File: src/rtl/pue_ram.sv
// Generic simple dual-port RAM, one write and one registered read port.
// No dependencies.
`timescale 1ns / 1ps

module pue_ram #(
   parameter int WIDTH = 8,
   parameter int DEPTH = 64,
   localparam int AW = (DEPTH > 1) ? $clog2(DEPTH) : 1
) (
   input  logic             clock,
   input  logic             wr_en,
   input  logic [AW-1:0]    wr_addr,
   input  logic [WIDTH-1:0] wr_data,
   input  logic             rd_en,
   input  logic [AW-1:0]    rd_addr,
   output logic [WIDTH-1:0] rd_data
);

   logic [WIDTH-1:0] mem [DEPTH];
   logic [WIDTH-1:0] rd_data_ff;

   always_ff @(posedge clock) begin
      if (wr_en) begin
         mem[wr_addr] <= wr_data;
      end
      if (rd_en) begin
         rd_data_ff <= mem[rd_addr];
      end
   end

   assign rd_data = rd_data_ff;

endmodule

File: config.mk
export PLATFORM = sky130hd
export DESIGN_NAME = pue_ram
export DESIGN_NICKNAME = d
export VERILOG_FILES = /design/src/rtl/pue_ram.sv
export SDC_FILE = /design/constraint.sdc
export NUM_CORES = 1
export LEC_CHECK = 0
export BUFFER_PORTS_ARGS = -buffer_cell sky130_fd_sc_hd__buf_2
export CORE_UTILIZATION = 30
export CTS_CLUSTER_DIAMETER = 80
export DETAILED_ROUTE_END_ITERATION = 8
export PLACE_DENSITY = 0.43
export REMOVE_ABC_BUFFERS = 1
export SLEW_MARGIN = 20
export SYNTH_ARGS = -nofsm -noshare
export SYNTH_HDL_FRONTEND = slang
export SYNTH_SLANG_ARGS = --single-unit
File: constraint.sdc
create_clock -name clock -period 5.2 [get_ports clock]
set_clock_uncertainty 0.05 [all_clocks]
set_input_delay 1.04 -clock clock [delete_from_list [all_inputs] [get_ports clock]]
set_output_delay 1.04 -clock clock [all_outputs]
set_load 0.03 [all_outputs]
==> impl_metrics.sql <==
INSERT INTO impl_metrics (metric_group, metric, value, unit) VALUES
('run_status', 'outcome', 'finished clean', ''),
('cts', 'cts-root-to-sink-buffers', '3', ''),
('global_routing', 'first_global_vias', '9887', ''),
('routing', 'wl_per_cell', '27.0', 'µm'),
('die', 'die_area', '0.0685', 'mm²'),
('logic_synthesis', 'ys_top_cells_by_area', 'sky130_fd_sc_hd__edfxtp_1 77%, sky130_fd_sc_hd__mux4_2 14%, sky130_fd_sc_hd__nor2_1 1.5%, sky130_fd_sc_hd__mux2i_1 1.1%, sky130_fd_sc_hd__mux2_2 0.72%', ''),
('routing', 'drt_pass1_iterations', '5', ''),
('placement', 'port_buffers', '30', ''),
('cts', 'cts_htree_levels', '2', ''),
('global_routing', 'grtUsageTotal', '0.153', ''),
('logic_synthesis', 'synth_ff_type', 'sky130_fd_sc_hd__edfxtp_1', ''),
('timing', 'hold_ws', '687', 'ps'),
('worst_setup_path', 'crit_arrival', '3430', 'ps'),
('timing', 'timing.setup.tns', '0', 'ps'),
('routing', 'post_detailed_route_count_of_antenna_violating_nets', '0', ''),
('worst_setup_path', 'end_kind', 'flop', ''),
('logic_synthesis', 'synth_area_leader_cell', 'sky130_fd_sc_hd__edfxtp_1', ''),
('min_path', 'worst_hold_path_type', 'in2reg', ''),
('cts', 'cts_setup_buffers', '0', ''),
('routing', 'drt-vias-per-instance', '4.97', ''),
('logic_synthesis', 'synthArstFlopShare', '0', ''),
('timing', 'layout_setup_ws', '2060', 'ps'),
('logic_synthesis', 'ys_seq_elements', '520', ''),
('routing', 'totalWireLength', '51.3', 'mm'),
('die', 'fp-row-count', '94', ''),
('worst_setup_path', 'worstPathBufferInverterCount', '3', ''),
('layout', 'combined_flip_flop_and_latch_cell_area', '0.0156', 'mm²'),
('job', 'cap_viol_max_count', '0', ''),
('cts', 'post_cts_resized', '0', ''),
('logic_synthesis', 'yosysMostFrequentCell', 'sky130_fd_sc_hd__edfxtp_1', ''),
('worst_setup_path', 'setup.worst_path.start_class', 'primary input', ''),
('placement', 'dp.final_hpwl', '30.5', 'mm'),
('logic_synthesis', 'synthesized_instance_count', '940', ''),
('logic_synthesis', 'yosysWarnings', '0', ''),
('layout', 'fin_area', '0.0231', 'mm²'),
('logic_synthesis', 'synth_edf_count', '520', ''),
('global_routing', 'grt_antenna_before_repair', '4', ''),
('layout', 'syn2layout_area_growth', '14.2', '%'),
('layout', 'design.final.nets', '1025', ''),
('logic_synthesis', 'postSynthAreaPerCell', '21.5', 'µm²'),
('global_routing', 'grt_start_max_net_pins', '65', ''),
('worst_setup_path', 'critPathMaxFanout', '25', ''),
('timing', 'worst_pin_slew', '1090', 'ps'),
('routing', 'route.vias.total', '9472', ''),
('worst_setup_path', 'crit_path_category', 'in2reg', ''),
('cts', 'worstSkewPairLatency', '600', 'ps'),
('cts', 'cts_num_sinks', '520', ''),
('routing', 'drc', '0', ''),
('layout', 'multi_input_gate_area_in_the_final_layout', '0.00432', 'mm²'),
('timing', 'maxClockFrequency', '0.318', 'GHz'),
('timing', 'layout_worst_path_cycle_share', '0.605', ''),
('logic_synthesis', 'post_synth_num_cell_types', '39', ''),
('placement', 'detailedPlace.worstSlack', '1450', 'ps'),
('cts', 'numCtsBuffers', '56', ''),
('timing', 'final-max-slew-violation-count', '0', ''),
('timing', 'hold_viol_final', '0', ''),
('cts', 'clkTransAtPathRegs', '60', 'ps'),
('worst_setup_path', 'slowest_delay', '550', 'ps'),
('cts', 'tritoncts', 'built', ''),
('cts', 'cts.hold.buffers_added', '0', ''),
('die', 'dieWidth', '262', 'µm'),
('timing', 'fin_crit', '3140', 'ps'),
('timing', 'slew-limit-headroom', '0.268', ''),
('worst_setup_path', 'crit_chain', 'buf_2 -> buf_4 -> buf_4 -> mux4_2 -> mux2i_1 -> o2111ai_1 -> nand2_1 -> o2bb2ai_1', ''),
('pwr', 'vdd_drop_max', '0.000228', 'V'),
('pwr', 'total_power', '8.93', 'mW'),
('worst_setup_path', 'crit_slowest_cell', 'sky130_fd_sc_hd__buf_2', ''),
('worst_setup_path', 'path_delay_family', 'buffers and inverters', ''),
('placement', 'dpl-instance-area', '0.0214', 'mm²'),
('worst_setup_path', 'cpMostUsedCell', 'sky130_fd_sc_hd__buf_4', ''),
('die', 'io_pins', '31', '');
[area by class of cell]
type,instances,share of cell area
timing repair buffer,55,0.0169
antenna,1,0.000108
multi-input combinational,369,0.187
sequential,520,0.675
clock inverter,31,0.0114
tap,864,0.0468
clock buffer,64,0.0628
[worst paths after layout]
| kind | start | endpoint | slack (ps) | cells after the start |
|---|---|---|---|---|
| worst max register to register | mem[21][6] | rd_data[6] | 2890 | 5 |
| worst min register to register | mem[4][7] | rd_data[7] | 880 | 4 |
| worst max-delay path | rd_addr[3] | rd_data[2] | 2060 | 8 |
| worst min-delay path | wr_data[6] | mem[51][6] | 690 | 1 |
[logic make-up after synthesis]
family                 count (synthesis)  share of synthesized area
DFF                                  520                      0.771
and+or+nand+nor                      153                     0.0337
muxes                                162                      0.159
AOI/OAI and AO/OA                     54                     0.0206
buffers and inverters                 51                     0.0156
[power by group]
part           switching [mW]  total, mW  leakage, nW  internal [mW]
Clock                    1.60       3.82        0.844           2.22
Combinational           0.287      0.447         1.54          0.160
Sequential             0.0124       4.66         4.69           4.65
[state kept, by name, summed over array words and instances, names as in the netlist]
signal	flops
mem	512
rd_data	8
[worst register-to-register path, stage by stage (launching register included)]
cell,delay (ps)
sky130_fd_sc_hd__edfxtp_1,350
sky130_fd_sc_hd__mux4_2,470
sky130_fd_sc_hd__mux2_2,290
sky130_fd_sc_hd__o221a_2,300
sky130_fd_sc_hd__nor3_1,420
sky130_fd_sc_hd__o32ai_1,160
[layer usage]
metal  vias to the layer above  GRT usage  part of all wire
met5                         -          0           0.00070
met4                         6     0.0399             0.021
met3                        84     0.0290             0.044
met2                       219      0.238              0.47
met1                      5101      0.218              0.47
li1                       4062          -                 -
[cells in the final DEF, fill, tap and decap left out, drive strengths merged, types with 3 or more instances in the layout]
cell type and count:
a22oi 3, o2bb2ai 3, nand2b 7, clkinv 25, buf 55, edfxtp 520
bufinv 5, mux2i 23, mux4 126, o221ai 8, o21ai 4, nand3b 3
a211oi 4, a221oi 6, o2111ai 3, o22ai 8, nor3 7, nand3 13
clkbuf 64, nand2 19, nor2 83, a21oi 3, nor2b 14, mux2 13
[through the flow]
stage / instances / util
2_1_floorplan: 889 / -
3_3_place_gp: 1808 / 0.323
3_5_place_dp: 1808 / 0.323
4_1_cts: 1903 / 0.349
5_1_grt: 1903 / 0.349
6_report: 1904 / 0.349
(Power assumes the default switching activity.)
