<file path="config.mk">
export PLATFORM = sky130hd
export DESIGN_NAME = pue_alpha_div
export DESIGN_NICKNAME = d
export VERILOG_FILES = /design/src/rtl/pue_pkg.sv /design/src/rtl/pue_alpha_div.sv
export SDC_FILE = /design/constraint.sdc
export NUM_CORES = 1
export LEC_CHECK = 0
export BUFFER_PORTS_ARGS = -buffer_cell sky130_fd_sc_hd__buf_2
export CAP_MARGIN = 20
export CORE_MARGIN = 8
export CORE_UTILIZATION = 30
export CTS_CLUSTER_SIZE = 40
export DETAILED_ROUTE_END_ITERATION = 6
export PLACE_DENSITY = 0.52
export SYNTH_ARGS = -nofsm -noshare
export SYNTH_HDL_FRONTEND = slang
export SYNTH_SLANG_ARGS = --single-unit
</file>
<file path="constraint.sdc">
create_clock -name clock -period 4.51 [get_ports clock]
set_clock_uncertainty 0.1 [all_clocks]
set_input_delay 0.451 -clock clock [delete_from_list [all_inputs] [get_ports clock]]
set_output_delay 0.451 -clock clock [all_outputs]
set_load 0.02 [all_outputs]
</file>
<file path="src/rtl/pue_pkg.sv">
// Shared types, constants and fixed-point helpers for the particle update engine.
// No dependencies.
`timescale 1ns / 1ps

package pue_pkg;

   localparam int MAX_PARTICLES_DEF = 64;

   // configuration register indexes
   localparam logic [1:0] CSR_GRAVITY     = 2'd0;
   localparam logic [1:0] CSR_BOUND_X     = 2'd1;
   localparam logic [1:0] CSR_BOUND_Y     = 2'd2;
   localparam logic [1:0] CSR_RESTITUTION = 2'd3;

   localparam logic signed [15:0] GRAVITY_RST     = 16'sd0;
   localparam logic [14:0]        BOUND_X_RST     = 15'd12800;
   localparam logic [14:0]        BOUND_Y_RST     = 15'd12800;
   localparam logic [7:0]         RESTITUTION_RST = 8'd205;

   // result kinds
   localparam logic [1:0] KIND_ACK    = 2'd0;
   localparam logic [1:0] KIND_REPORT = 2'd1;
   localparam logic [1:0] KIND_EMPTY  = 2'd2;

   localparam logic       MODE_SPAWN = 1'b0;

   localparam logic [7:0] ALPHA_OPAQUE = 8'hFF;

   typedef struct packed {
      logic signed [15:0] pos_x;
      logic signed [15:0] pos_y;
      logic signed [15:0] vel_x;
      logic signed [15:0] vel_y;
      logic [23:0]        colour;
      logic [15:0]        life_left;
      logic [15:0]        life_init;
      logic [7:0]         alpha;
   } entry_type;

   localparam int ENTRY_W = $bits(entry_type);

   function automatic logic signed [15:0] sat16(input logic signed [17:0] v);
      logic signed [15:0] r;
      if (v > 18'sd32767) begin
         r = 16'sh7FFF;
      end else if (v < -18'sd32768) begin
         r = 16'sh8000;
      end else begin
         r = v[15:0];
      end
      return r;
   endfunction

   // -v*restitution/256 rounded down, saturated; prod = v*restitution
   function automatic logic signed [15:0] bounce(input logic signed [24:0] prod);
      logic signed [25:0] neg;
      neg = -{prod[24], prod};
      return sat16(neg[25:8]);
   endfunction

endpackage

</file>
<file path="src/rtl/pue_alpha_div.sv">
// Restoring divider for alpha = min(255, rem*255 / (init*256)), one bit a cycle.
// Depends on pue_pkg.
`timescale 1ns / 1ps

module pue_alpha_div (
   input  logic        clock,
   input  logic        reset,
   input  logic        start,
   input  logic [23:0] rem,
   input  logic [15:0] init,
   output logic        done,
   output logic [7:0]  alpha
);
   import pue_pkg::*;

   logic        busy_ff, busy_in;
   logic        done_ff, done_in;
   logic [2:0]  step_ff, step_in;
   logic [31:0] rem_ff, rem_in;
   logic [31:0] den_ff, den_in;
   logic [7:0]  quo_ff, quo_in;
   logic [31:0] num;
   logic        ge;

   assign num = {rem, 8'd0} - {8'd0, rem};
   assign ge  = rem_ff >= den_ff;

   always_comb begin
      busy_in = busy_ff;
      done_in = 1'b0;
      step_in = step_ff;
      rem_in  = rem_ff;
      den_in  = den_ff;
      quo_in  = quo_ff;
      if (start) begin
         rem_in  = num;
         den_in  = {1'b0, init, 15'd0};
         step_in = '0;
         // quotient of 256 or more (or zero divisor) saturates
         if (num >= {init, 16'd0}) begin
            quo_in  = ALPHA_OPAQUE;
            done_in = 1'b1;
         end else begin
            busy_in = 1'b1;
         end
      end else if (busy_ff) begin
         if (ge) begin
            rem_in = rem_ff - den_ff;
         end
         quo_in  = {quo_ff[6:0], ge};
         den_in  = den_ff >> 1;
         step_in = step_ff + 3'd1;
         if (step_ff == 3'd7) begin
            busy_in = 1'b0;
            done_in = 1'b1;
         end
      end
   end

   always_ff @(posedge clock) begin
      if (reset) begin
         busy_ff <= 1'b0;
         done_ff <= 1'b0;
         step_ff <= '0;
      end else begin
         busy_ff <= busy_in;
         done_ff <= done_in;
         step_ff <= step_in;
      end
      rem_ff <= rem_in;
      den_ff <= den_in;
      quo_ff <= quo_in;
   end

   assign done  = done_ff;
   assign alpha = quo_ff;

endmodule

</file>
==> results.md <==
Outcome:
- The flow ran to the end, and the final reports show no timing, DRC or antenna violations.

Pwr:
- The worst IR drop on VDD is 0.196 mV.
- Per report_power, the combinational group accounts for 51.1% of the total.
- The share of power burned in the clock network is 20.5%.
- Net switching is 38.5% of the power.
- Cell internal power was estimated by the tool at 2.17 mW.
- The analysis attributes to cell leakage a power of 3.69 nW.
- The net switching power is 1.36 mW.
- In this run the power density over the cells is 412 nW/um^2.
- The fraction of power consumed by sequential logic is 28.4%.

Route:
- The highest metal layer with signal wires is met4.
- Before antenna repair, the detailed router went through 5 iterations.
- The routed wire length per instance is 15.7 um.
- The routed length on met2 is 8.26 mm.
- Detailed routing inserted a total of 6,074 vias.
- After detailed routing, the total wire length is 19.0 mm.
- The routed length on met1 is 9.67 mm.
- The routed design uses 840 um of met3 wire.
- The count of routing violations after the opening detailed-route iteration is 325.
- The detailed-route DRC error count is 0.
- In the routed layout, each cell is associated on average with a via count of 4.99.
- The number of nets with antenna violations after detailed routing is 0.

Die:
- The floorplan step set the die width to 164 um.
- The vertical die dimension is 164 um.
- The I/O pin total is 52.
- The total die area is 26,900 um^2.
- The total number of placement rows is 54.
- The core area is 21,700 um^2.
- Once the floorplan was initialized, standard cells occupied 30.3% of the core.

Clocking:
- In this run the number of H-tree levels came out at 3.
- The largest buffer count on any clock path is 2.
- In this run the clock root is driven by a sky130_fd_sc_hd__clkbuf_16.
- The number of buffers created by CTS is 9.
- The later pin in the worst-skew pair is clocked with a latency of 0.35 ns.
- Clock-pin slew was measured on the worst setup and hold paths at 0.06 ns.
- The CTS tree is done.
- The number of clock sinks is 76.
- The count of hold buffers inserted by post-cts repair is 0.

Synth:
- The async set or reset register ratio after synthesis is 0%.
- The average instance in the mapped netlist occupies 8.52 um^2.
- The dominant register cell in the synthesized netlist is sky130_fd_sc_hd__edfxtp_1.
- The distinct cell type count of the synthesized netlist is 70.
- The total number of yosys warnings is 0.
- The number of flops mapped to enable cells by yosys is 56.
- After synthesis the netlist holds a flip-flop and latch count of 76.
- The cell area that synthesis handed to floorplanning was 6580 um^2.
- By area the synthesized netlist is led by sky130_fd_sc_hd__edfxtp_1, sky130_fd_sc_hd__ha_1, sky130_fd_sc_hd__dfxtp_1.
- In this run the biggest area consumer among cell types represents 25.6% of the synthesized area.
- The dominant cell type by area after synthesis is sky130_fd_sc_hd__edfxtp_1.
- When the netlist entered floorplanning its net count stood at 883.
- The sequential area share after synthesis is 31.6%.
- In the synthesized netlist, the number of instances is 772.

Worst setup path:
- Data arrives at the worst endpoint at 4.33 ns.
- The startpoint of the most critical register-to-register path is rem_ff[0].
- Of all nets on the critical path, the largest fanout is 8.
- For the worst flop-to-flop path, the logic depth is 12.
- The critical path class is input port to flip-flop.
- STA classifies the critical path endpoint as a flip-flop.
- At the worst endpoint, the required time is 4.47 ns.
- The sort of element at the start of the critical path is an input port.
- Setup slack on the worst reg-to-reg path comes out at 1.05 ns.
- The worst register-to-register path ends at rem_ff[1].

Finish:
- In the final layout, the share of cells above drive strength 1 is 27.0%.
- The top cell types in the final layout, fill and taps aside, are sky130_fd_sc_hd__buf_4, sky130_fd_sc_hd__nand2_1, sky130_fd_sc_hd__inv_1, sky130_fd_sc_hd__ha_1, sky130_fd_sc_hd__a21oi_1.
- Leaving out fill and tap cells, the most frequent cell in the layout is sky130_fd_sc_hd__buf_4.
- The synthesis-to-layout area growth is 30.5%.
- The final design area excluding fillers is 8580 um^2.
- The number of standard cells in the final layout excluding fillers is 1,217.
- The count of inserted antenna diode cells is 0.
- The layout net count is 1,043.

STA:
- The final count of pins violating max slew is 0.
- The worst pin sits at a relative slew slack of 32.9%.
- For the pin with the worst max-slew slack, the measured transition is 0.982 ns.
- After layout, the minimum clock period comes to 4.37 ns.
- The highest clock frequency the design can meet is 229 MHz.
- In the finished design, the share of the clock period the worst path needs comes to 96.9%.
- The hold violation total from the final report came to 0.
- Setup repair after global routing could not meet its margin everywhere.
- The number of setup violations in the final report is 0.

Worst hold path:
- The worst hold path passes through 2 cells.
- The source of the worst hold timing path is reset.
- The end point of the most critical hold path is step_ff[2].
- The worst hold path belongs to the class input port to flip-flop.

Placed design:
- Counting tap cells, the placed design contains a total of 1,195 instances.
- Once detailed placement completed, the half-perimeter wirelength came to 14.9 mm.
- The global placement routability congestion is 0.900.
- The placed instance area is 7990 um^2.
- The total of buffers placed on input and output ports is 51.

Global routing:
- The global-route usage over all layers is 14.2%.
- The via count of the first global-routing pass came to 5,992.
- Entering global routing, the biggest net connects 79 pins.
- The total congestion overflow after global routing is 0.
- The first global-routing pass estimated 30.5 mm of wire.
- The number of antenna violations at the first check in global routing came to 0.

Job:
- The number of max-cap violations is 0.
kinds of logic after synthesis:
kind of cell / after synthesis / share of synthesized area (%)
DFF: 76 / 31.6
muxes: 26 / 4.09
AOI/OAI and AO/OA: 215 / 20.9
xor gates and xnor gates: 49 / 6.52
buffers and inverters: 100 / 5.72
adders and majority gates: 68 / 13.0
and+or+nand+nor: 238 / 18.1
through the flow:
step | util, % | total power [mW] | hold slack (ns) | TNS, ns | worst slack, ns
floorplan | - | 2.25 | 0.365 | 0 | 0.00120
global placement | 36.9 | 2.75 | 0.410 | -3.69 | -0.397
detailed placement | 36.9 | 2.76 | 0.412 | -4.01 | -0.432
CTS | 38.3 | 3.51 | 0.220 | 0 | 0.0277
global route | 39.6 | 3.81 | 0.236 | -0.408 | -0.0578
finish | 39.6 | 3.53 | 0.236 | 0 | 0.140
layout make-up:
type | instances | area (um^2)
Inverter | 78 | 298
Sequential cell | 76 | 2080
Timing Repair Buffer | 171 | 1190
Multi-Input combinational cell | 596 | 4370
Clock inverter | 6 | 43.8
Clock buffer | 10 | 250
Fill cell | 2232 | 13100
Tap cell | 280 | 350
what timing repair did:
item | in CTS | in global routing
setup endpoints to repair | 8 | 10
gates cloned | 0 | 0
buffers inserted | 0 | 7
resized for setup | 3 | 41
hold endpoints to repair | 0 | 0
pin swaps | 0 | 27
synth_stat cells (4+ instances only):
library cell and count:
sky130_fd_sc_hd__a211oi_1 8, sky130_fd_sc_hd__xor2_1 15, sky130_fd_sc_hd__a2111oi_0 4, sky130_fd_sc_hd__a21oi_1 63, sky130_fd_sc_hd__edfxtp_1 56, sky130_fd_sc_hd__a21o_1 24
sky130_fd_sc_hd__nor2_1 50, sky130_fd_sc_hd__a31oi_1 4, sky130_fd_sc_hd__o22ai_1 4, sky130_fd_sc_hd__nand2b_1 6, sky130_fd_sc_hd__nor3_1 16, sky130_fd_sc_hd__inv_1 78
sky130_fd_sc_hd__o21ai_0 52, sky130_fd_sc_hd__nor2b_1 6, sky130_fd_sc_hd__o31ai_1 4, sky130_fd_sc_hd__o211ai_1 5, sky130_fd_sc_hd__o21bai_1 5, sky130_fd_sc_hd__clkbuf_1 19
sky130_fd_sc_hd__nand3_1 14, sky130_fd_sc_hd__a31o_2 5, sky130_fd_sc_hd__and3_1 8, sky130_fd_sc_hd__nand4_1 9, sky130_fd_sc_hd__nand2_1 83, sky130_fd_sc_hd__mux2_2 7
sky130_fd_sc_hd__dfxtp_1 20, sky130_fd_sc_hd__mux2i_1 19, sky130_fd_sc_hd__nor3b_1 5, sky130_fd_sc_hd__or4_1 5, sky130_fd_sc_hd__ha_1 67, sky130_fd_sc_hd__xnor2_1 34
sky130_fd_sc_hd__or2_2 12, sky130_fd_sc_hd__a21boi_0 5, sky130_fd_sc_hd__o21a_1 9
worst max path at each step:
stage / start / end / slack, ns / depth (start not counted)
after floorplan: rem[10] / alpha[0] / 0.001 / 17
after global placement: rem[10] / alpha[2] / -0.40 / 20
after detailed placement: rem[10] / alpha[0] / -0.43 / 20
after CTS: rem[10] / alpha[3] / 0.03 / 20
after global routing: rem[8] / alpha[3] / -0.06 / 20
final: rem[9] / alpha[2] / 0.14 / 21
critical path: stages:
cell	delay, ns
sky130_fd_sc_hd__buf_2	0.09
sky130_fd_sc_hd__inv_1	0.07
sky130_fd_sc_hd__ha_4	0.29
sky130_fd_sc_hd__and4_4	0.23
sky130_fd_sc_hd__a41o_1	0.18
sky130_fd_sc_hd__a21oi_2	0.05
sky130_fd_sc_hd__a211oi_2	0.31
sky130_fd_sc_hd__o21ai_2	0.09
sky130_fd_sc_hd__buf_4	0.14
sky130_fd_sc_hd__and3_4	0.17
sky130_fd_sc_hd__xnor2_2	0.13
sky130_fd_sc_hd__ha_1	0.30
sky130_fd_sc_hd__nand4_1	0.14
sky130_fd_sc_hd__nor2_2	0.19
sky130_fd_sc_hd__nand4_1	0.11
sky130_fd_sc_hd__a2111o_1	0.31
sky130_fd_sc_hd__nor4_2	0.21
sky130_fd_sc_hd__nand4b_1	0.13
sky130_fd_sc_hd__o311a_1	0.41
sky130_fd_sc_hd__nor2_2	0.16
sky130_fd_sc_hd__buf_12	0.14
metal layers:
layer	global-route usage, %	up-vias
li1	-	3104
met1	19.8	2823
met2	22.1	127
met3	2.56	20
met4	4.09	0
met5	0	-
power by group through the flow:
stage | sequential [mW] | combinational [mW] | clock [mW]
finish | 1.00 | 1.81 | 0.723
CTS | 1.00 | 1.76 | 0.744
global route | 1.02 | 2.02 | 0.767
floorplan | 1.01 | 1.24 | 0
global placement | 1.01 | 1.73 | 0
detailed placement | 1.02 | 1.74 | 0
sequential cells by signal, summed over array words and instances, names as in the netlist:
name,count
alpha,8
busy_ff,1
den_ff,31
done,1
rem_ff,32
step_ff,3
Power figures use the tool's default switching activity.
